===== src/rtl/assert_macros.svh =====
// shared assertion macros, sampled on clk_i with rst_ni low as disable
`ifndef ASSERT_MACROS_SVH
`define ASSERT_MACROS_SVH

// property must hold at every sampled edge
`define ASSERT_CLK(label, prop, msg) \
  label: assert property (@(posedge clk_i) disable iff (!rst_ni) prop) else $error(msg);

// condition must never be seen at a sampled edge
`define ASSERT_NEVER(label, cond, msg) \
  label: assert property (@(posedge clk_i) disable iff (!rst_ni) !(cond)) else $error(msg);

`endif


===== src/rtl/dpm_udiv.sv =====
// ----------------------------------------------------------------------------
// dpm_udiv
// Pipelined unsigned restoring divider, one quotient bit per stage.
// The remainder is preloaded from rem_i, which must be below den_i.
// ----------------------------------------------------------------------------
`include "assert_macros.svh"

module dpm_udiv #(
  parameter int unsigned Q_W   = 48,
  parameter int unsigned DEN_W = 17,
  parameter int unsigned TAG_W = 1
) (
  input  logic             clk_i,
  input  logic             rst_ni,
  input  logic             en_i,
  input  logic             valid_i,
  input  logic [DEN_W-1:0] rem_i,
  input  logic [Q_W-1:0]   num_i,
  input  logic [DEN_W-1:0] den_i,
  input  logic [TAG_W-1:0] tag_i,
  output logic             valid_o,
  output logic [Q_W-1:0]   quot_o,
  output logic [TAG_W-1:0] tag_o
);

  logic             vld_q [Q_W];
  logic [DEN_W-1:0] rem_q [Q_W];
  logic [Q_W-1:0]   nq_q  [Q_W];
  logic [DEN_W-1:0] den_q [Q_W];
  logic [TAG_W-1:0] tag_q [Q_W];

  for (genvar k = 0; k < Q_W; k++) begin : g_step
    logic             vld_in;
    logic [DEN_W-1:0] rem_in;
    logic [Q_W-1:0]   nq_in;
    logic [DEN_W-1:0] den_in;
    logic [TAG_W-1:0] tag_in;
    logic [DEN_W:0]   trial;
    logic [DEN_W:0]   diff;
    logic             ge;

    if (k == 0) begin : g_head
      assign vld_in = valid_i;
      assign rem_in = rem_i;
      assign nq_in  = num_i;
      assign den_in = den_i;
      assign tag_in = tag_i;
    end else begin : g_body
      assign vld_in = vld_q[k-1];
      assign rem_in = rem_q[k-1];
      assign nq_in  = nq_q[k-1];
      assign den_in = den_q[k-1];
      assign tag_in = tag_q[k-1];
    end

    // numerator bits leave at the top, quotient bits enter at the bottom
    assign trial = {rem_in, nq_in[Q_W-1]};
    assign ge    = trial >= {1'b0, den_in};
    assign diff  = trial - {1'b0, den_in};

    always_ff @(posedge clk_i or negedge rst_ni) begin
      if (!rst_ni) begin
        vld_q[k] <= 1'b0;
      end else if (en_i) begin
        vld_q[k] <= vld_in;
      end
    end

    always_ff @(posedge clk_i) begin
      if (en_i) begin
        rem_q[k] <= ge ? diff[DEN_W-1:0] : trial[DEN_W-1:0];
        nq_q[k]  <= {nq_in[Q_W-2:0], ge};
        den_q[k] <= den_in;
        tag_q[k] <= tag_in;
      end
    end
  end

  assign valid_o = vld_q[Q_W-1];
  assign quot_o  = nq_q[Q_W-1];
  assign tag_o   = tag_q[Q_W-1];

  `ASSERT_NEVER(a_rem_range, vld_q[Q_W-1] && den_q[Q_W-1] != '0 && rem_q[Q_W-1] >= den_q[Q_W-1], "final remainder not below divisor")

endmodule


===== config.mk =====
export PLATFORM = sky130hd
export DESIGN_NAME = dpm_udiv
export DESIGN_NICKNAME = d
export VERILOG_FILES = /design/src/rtl/dpm_udiv.sv
export VERILOG_INCLUDE_DIRS = /design/src /design/src/rtl
export SDC_FILE = /design/constraint.sdc
export NUM_CORES = 2
export LEC_CHECK = 0
export BUFFER_PORTS_ARGS = -buffer_cell sky130_fd_sc_hd__buf_4
export CORE_MARGIN = 2
export CORE_UTILIZATION = 40
export CTS_CLUSTER_DIAMETER = 200
export CTS_CLUSTER_SIZE = 25
export DETAILED_ROUTE_END_ITERATION = 10
export GPL_TIMING_DRIVEN = 0
export MAX_ROUTING_LAYER = met4
export SLEW_MARGIN = 40
export SYNTH_ARGS = -nofsm -noshare
export SYNTH_HDL_FRONTEND = slang
export SYNTH_SLANG_ARGS = --single-unit
export TNS_END_PERCENT = 100

===== constraint.sdc =====
create_clock -name clk_i -period 5.05 [get_ports clk_i]
set_clock_uncertainty 0.2 [all_clocks]
set_input_delay 1.01 -clock clk_i [delete_from_list [all_inputs] [get_ports clk_i]]
set_output_delay 1.01 -clock clk_i [all_outputs]
set_load 0.01 [all_outputs]

* Word level (Yosys, flattened, before mapping)
Memory sizes are Yosys's and may differ from the RTL's.
Cells that the tools add are included.
W data, S select, Z words.
** Storage, ports and cells
- Register bits :: 48
- Bits in latches :: 0
- Bits in writable memories :: 3984
- Bits in read-only memories :: 0
- Bits of input ports :: 87
- Output and inout port bits :: 50
- Memories :: 4
** Memories
- nq_q :: depth 48, bits a word 48, read ports 48, clocked after Yosys merged registers in 0, write ports 48, line dpm_udiv.sv:28 : logic [Q_W-1:0] nq_q [Q_W];
- den_q :: depth 48, bits a word 17, read ports 47, clocked after Yosys merged registers in 0, write ports 48, line dpm_udiv.sv:29 : logic [DEN_W-1:0] den_q [Q_W];
- rem_q :: depth 48, bits a word 17, read ports 47, clocked after Yosys merged registers in 0, write ports 48, line dpm_udiv.sv:27 : logic [DEN_W-1:0] rem_q [Q_W];
- tag_q :: depth 48, bits a word 1, read ports 48, clocked after Yosys merged registers in 0, write ports 48, line dpm_udiv.sv:30 : logic [TAG_W-1:0] tag_q [Q_W];
** Operators by class
- $add $sub $neg :: 48
- $mul :: 0
- Div/mod/pow operators :: 0
- Magnitude comparators :: 48
- Equal/unequal tests :: 0
- Shifts and indexed selects :: 0
- Muxes and demuxes :: 50
- Bitwise logic cells :: 0
- Reduce and logical (&&, ||, !) cells :: 0
** Operators by type and width (count)
- $ge A18 B17 Y1 :: 48
- $mux W17 :: 48
- $sub A17 B17 Y17 :: 48
- $mux W1 :: 2

* Logic depth before layout (Yosys ltp)
- Depth after elaboration :: 2
- Mapped depth :: 14

* Least setup slack after synthesis
Ideal clock, no wire load.
- Kind :: flip-flop to flip-flop
- From :: mem nq_q[41][47] (netlist: nq_q[2][479])
- To :: mem rem_q[42][10] (data pin)
- Data arrival time :: 3063 ps
- Data required time :: 4590 ps
- Path slack :: 1527 ps
- Stages on the path, launching flop included :: 14
- Clock period less this slack :: 3523 ps
- Cell sequence :: edfxtp_1 -> inv_1 -> ha_1 -> inv_1 -> fa_1 -> a211oi_1 -> o21bai_1 -> a21oi_2 -> o21ai_1 -> a31oi_1 -> o21ai_1 -> a2111oi_4 -> buf_4 -> mux2_2
** RTL lines (line)
- from (decl) :: dpm_udiv.sv:28
- to (decl) :: dpm_udiv.sv:27

==> impl_metrics.tcl <==
set metrics [dict create \
    status "finished, final reports clean" \
    hp-start "den_i[8]" \
    power_frac_seq_pct 46.9 \
    startpoint_type "input pin" \
    comb_power_share_pct 36.7 \
    ys_top_cells_by_area "edfxtp_1, ha_1, mux2_2, inv_1, a21oi_1" \
    worstSetupEndpointType "flop" \
    p_int_mw 67.60 \
    synth_edf_count 3950 \
    finalMaxSlewViolations 0 \
    worst_pin_slew_ns 0.8490 \
    drt_iter0_markers 6093 \
    cts_buffer_depth 4 \
    cts.clk_slew.worst_paths_ns 0.09 \
    hold_viol 0 \
    first_pass_iters 5 \
    antenna_found_initial 4 \
    layout_commonest_cell "edfxtp_1" \
    grt_usage_pct 13.82 \
    vias 86070 \
    num_io_pins 137 \
    power_density_nw_per_um2 547.6 \
    num-nets-final 12650 \
    worst-path-max-fanout 117 \
    power_leakage_nw 68.84 \
    root_buffer "clkbuf_16" \
    clkLatencyLatePin_ns 0.93 \
    wl_per_cell_um 16.97 \
    yosysSeqAreaShare_pct 70.71 \
    finalSetupViolations 0 \
    dieHeight_um 654.8 \
    rsz0062_at_grt "false" \
    first_global_vias 84090 \
    die_area_um2 428800 \
    drc 0 \
    clock_power_share_pct 16.4 \
    cts_sinks 3998 \
    required_ns 5.40 \
    p_switching_mw 33.32 \
    grt_max_degree 124 \
    area_growth_pct 8.769 \
    cts-htree-levels 4 \
    cp-startpoint "en_i" \
    grt_pass1_wl_um 464300 \
    critical_path_class "in2reg" \
    fmax_mhz 213.6 \
    synthArstFlopShare_pct 1.201 \
    ys_ff_latch 3998 \
    yosysTopAreaCellShare_pct 70.00 \
    max-vdd-ir-drop_v 0.0003711 \
    drv_cap 0 \
    cts_tree "yes" \
    die_x_um 654.8 \
    syn_nets 12220 \
    fin_util_pct 43.59 \
    place.gp.congestion 0.8481 \
    avgSynthCellArea_um2 15.03 \
    rows 239 \
    drive_gt1_share_pct 7.974 \
    ant_nets 0 \
    overflow 0 \
    synth_cell_types 92 \
    fin_crit_ns 4.681 \
    viasPerCell 4.949 \
    hold_slack_ns 0.1012 \
    portBuffers 136 \
    synth.largest_area_cell "edfxtp_1" \
    relSlewSlack_pct 43.40 \
    start_util_pct 40.07 \
    synth_ff_type "edfxtp_1" \
    hp-class "in2reg" \
    core_um2 422800 \
    switching_share_pct 33.02 \
    cp.arrival_ns 5.03 \
    syn_inst 11270 \
    power_mw 100.9 \
    final_cell_mix "edfxtp_1, inv_1, ha_1, a21oi_1, nor2_1" \
    finalCritPeriodShare_pct 92.70 \
    r2r_start "nq_q[2][479]" \
    cts_made_buffers 182 \
    yosys_warnings 0 \
    dpl.hpwl_um 205100 \
    n_fill_cell 37930 \
    totalWireLength_um 295100 \
    syn_area_um2 169400 \
]
## cell type report
cell class	instances	area, um^2	share of cell area, %
well taps	5663	7086	3.845
flip-flops and latches	3998	119800	65.01
inverters	1065	3998	2.169
clock buffers	199	4682	2.540
multi-input cells	6035	44940	24.38
diodes	2	5.005	0.002716
clock inverters	13	230.2	0.1249
repair buffers	243	2836	1.539
plain buffers	172	706.9	0.3836
## synth_stat cells, types with 47 or more instances
cell type / n
o21a_1: 69
nor3_1: 150
dfrtp_1: 48
o21ai_0: 499
nor2_1: 515
nand4_1: 111
nor2b_1: 84
a21oi_1: 714
a31oi_1: 59
edfxtp_1: 3950
xnor2_1: 397
and3_1: 82
or3_1: 50
clkbuf_1: 132
nand3_1: 127
nand2_1: 502
nand2b_1: 62
ha_1: 816
mux2_2: 448
o21bai_1: 119
inv_1: 1064
fa_1: 47
a21o_1: 360
a211oi_1: 60
o31ai_1: 48
xor2_1: 212
## state kept, by name (all words and copies together) (netlist names)
signal	count
den_q	799
tag_q	48
nq_q	2304
rem_q	799
valid_o	1
g_step.vld_in	47
## what timing repair did
action,4_1_cts,5_1_grt
setup endpoints to repair,49,176
gates resized for setup,0,2
hold buffers,64,0
hold endpoints to repair,111,0
cloned,2,1
setup buffers,0,0
## layer usage
layer  part of all wire [%]  vias up  wire [um]  GRT usage, %
met4                    2.4        0       6992         3.308
met2                     50     1000     146400         23.59
met3                    2.8      366       8286         1.404
met5                      0        -          0             -
met1                     45    41930     133300         17.79
li1                       -    42770          -             -
## power by group through the flow
| stage | logic, mW | clock network [mW] | registers [mW] |
|---|---|---|---|
| floorplan | 28.2 | 0 | 46.7 |
| global placement | 36.7 | 0 | 50.5 |
| detailed placement | 36.9 | 0 | 48.3 |
| CTS | 37.2 | 17.6 | 47.5 |
| global route | 41.5 | 18.5 | 48.0 |
| finish | 37.0 | 16.6 | 47.3 |
## path summary, 6_finish.rpt
check	cells after the start	end	slack, ns
min in group asynchronous	2	g_step[1].vld_in	0.43
worst max register to register	14	rem_q[42][12]	0.54
worst max-delay path	8	nq_q[2][278]	0.37
worst min register to register	0	nq_q[2][629]	0.19
worst min-delay path	1	den_q[0][8]	0.10
max in group asynchronous	2	g_step[19].vld_in	3.82
## cells by family (layout without fill, tap and decap cells)
family	after synthesis	count (layout)	share of synthesized area (%)
DFF	3998	3998	70.71
AOI/OAI and AO/OA	2245	2245	8.396
and+or+nand+nor	1838	1838	5.197
buffers and inverters	1239	1692	2.779
adders and majority gates	863	863	6.581
xor gates and xnor gates	609	609	3.148
muxes	480	480	3.187
other	0	2	0
## per-stage QoR
stage | setup WS, ns | cell area, um^2 | instances | TNS (ns)
after floorplan | 1.527 | 169400 | 11270 | 0
after global placement | -34.86 | 177500 | 17070 | -
after detailed placement | -1.170 | 178600 | 17110 | -473.30
after CTS | 0.06635 | 184200 | 17390 | 0
after global routing | 0.08598 | 184300 | 17390 | 0
final | 0.3689 | 184300 | 17390 | 0
## critical path, cell delays in order
cell and delay, ns:
buf_16 0.24, buf_16 0.39, buf_16 0.42, buf_16 0.48, buf_16 0.40, buf_16 0.41
buf_16 0.42, buf_16 0.48
Power figures use the tool's default switching activity.
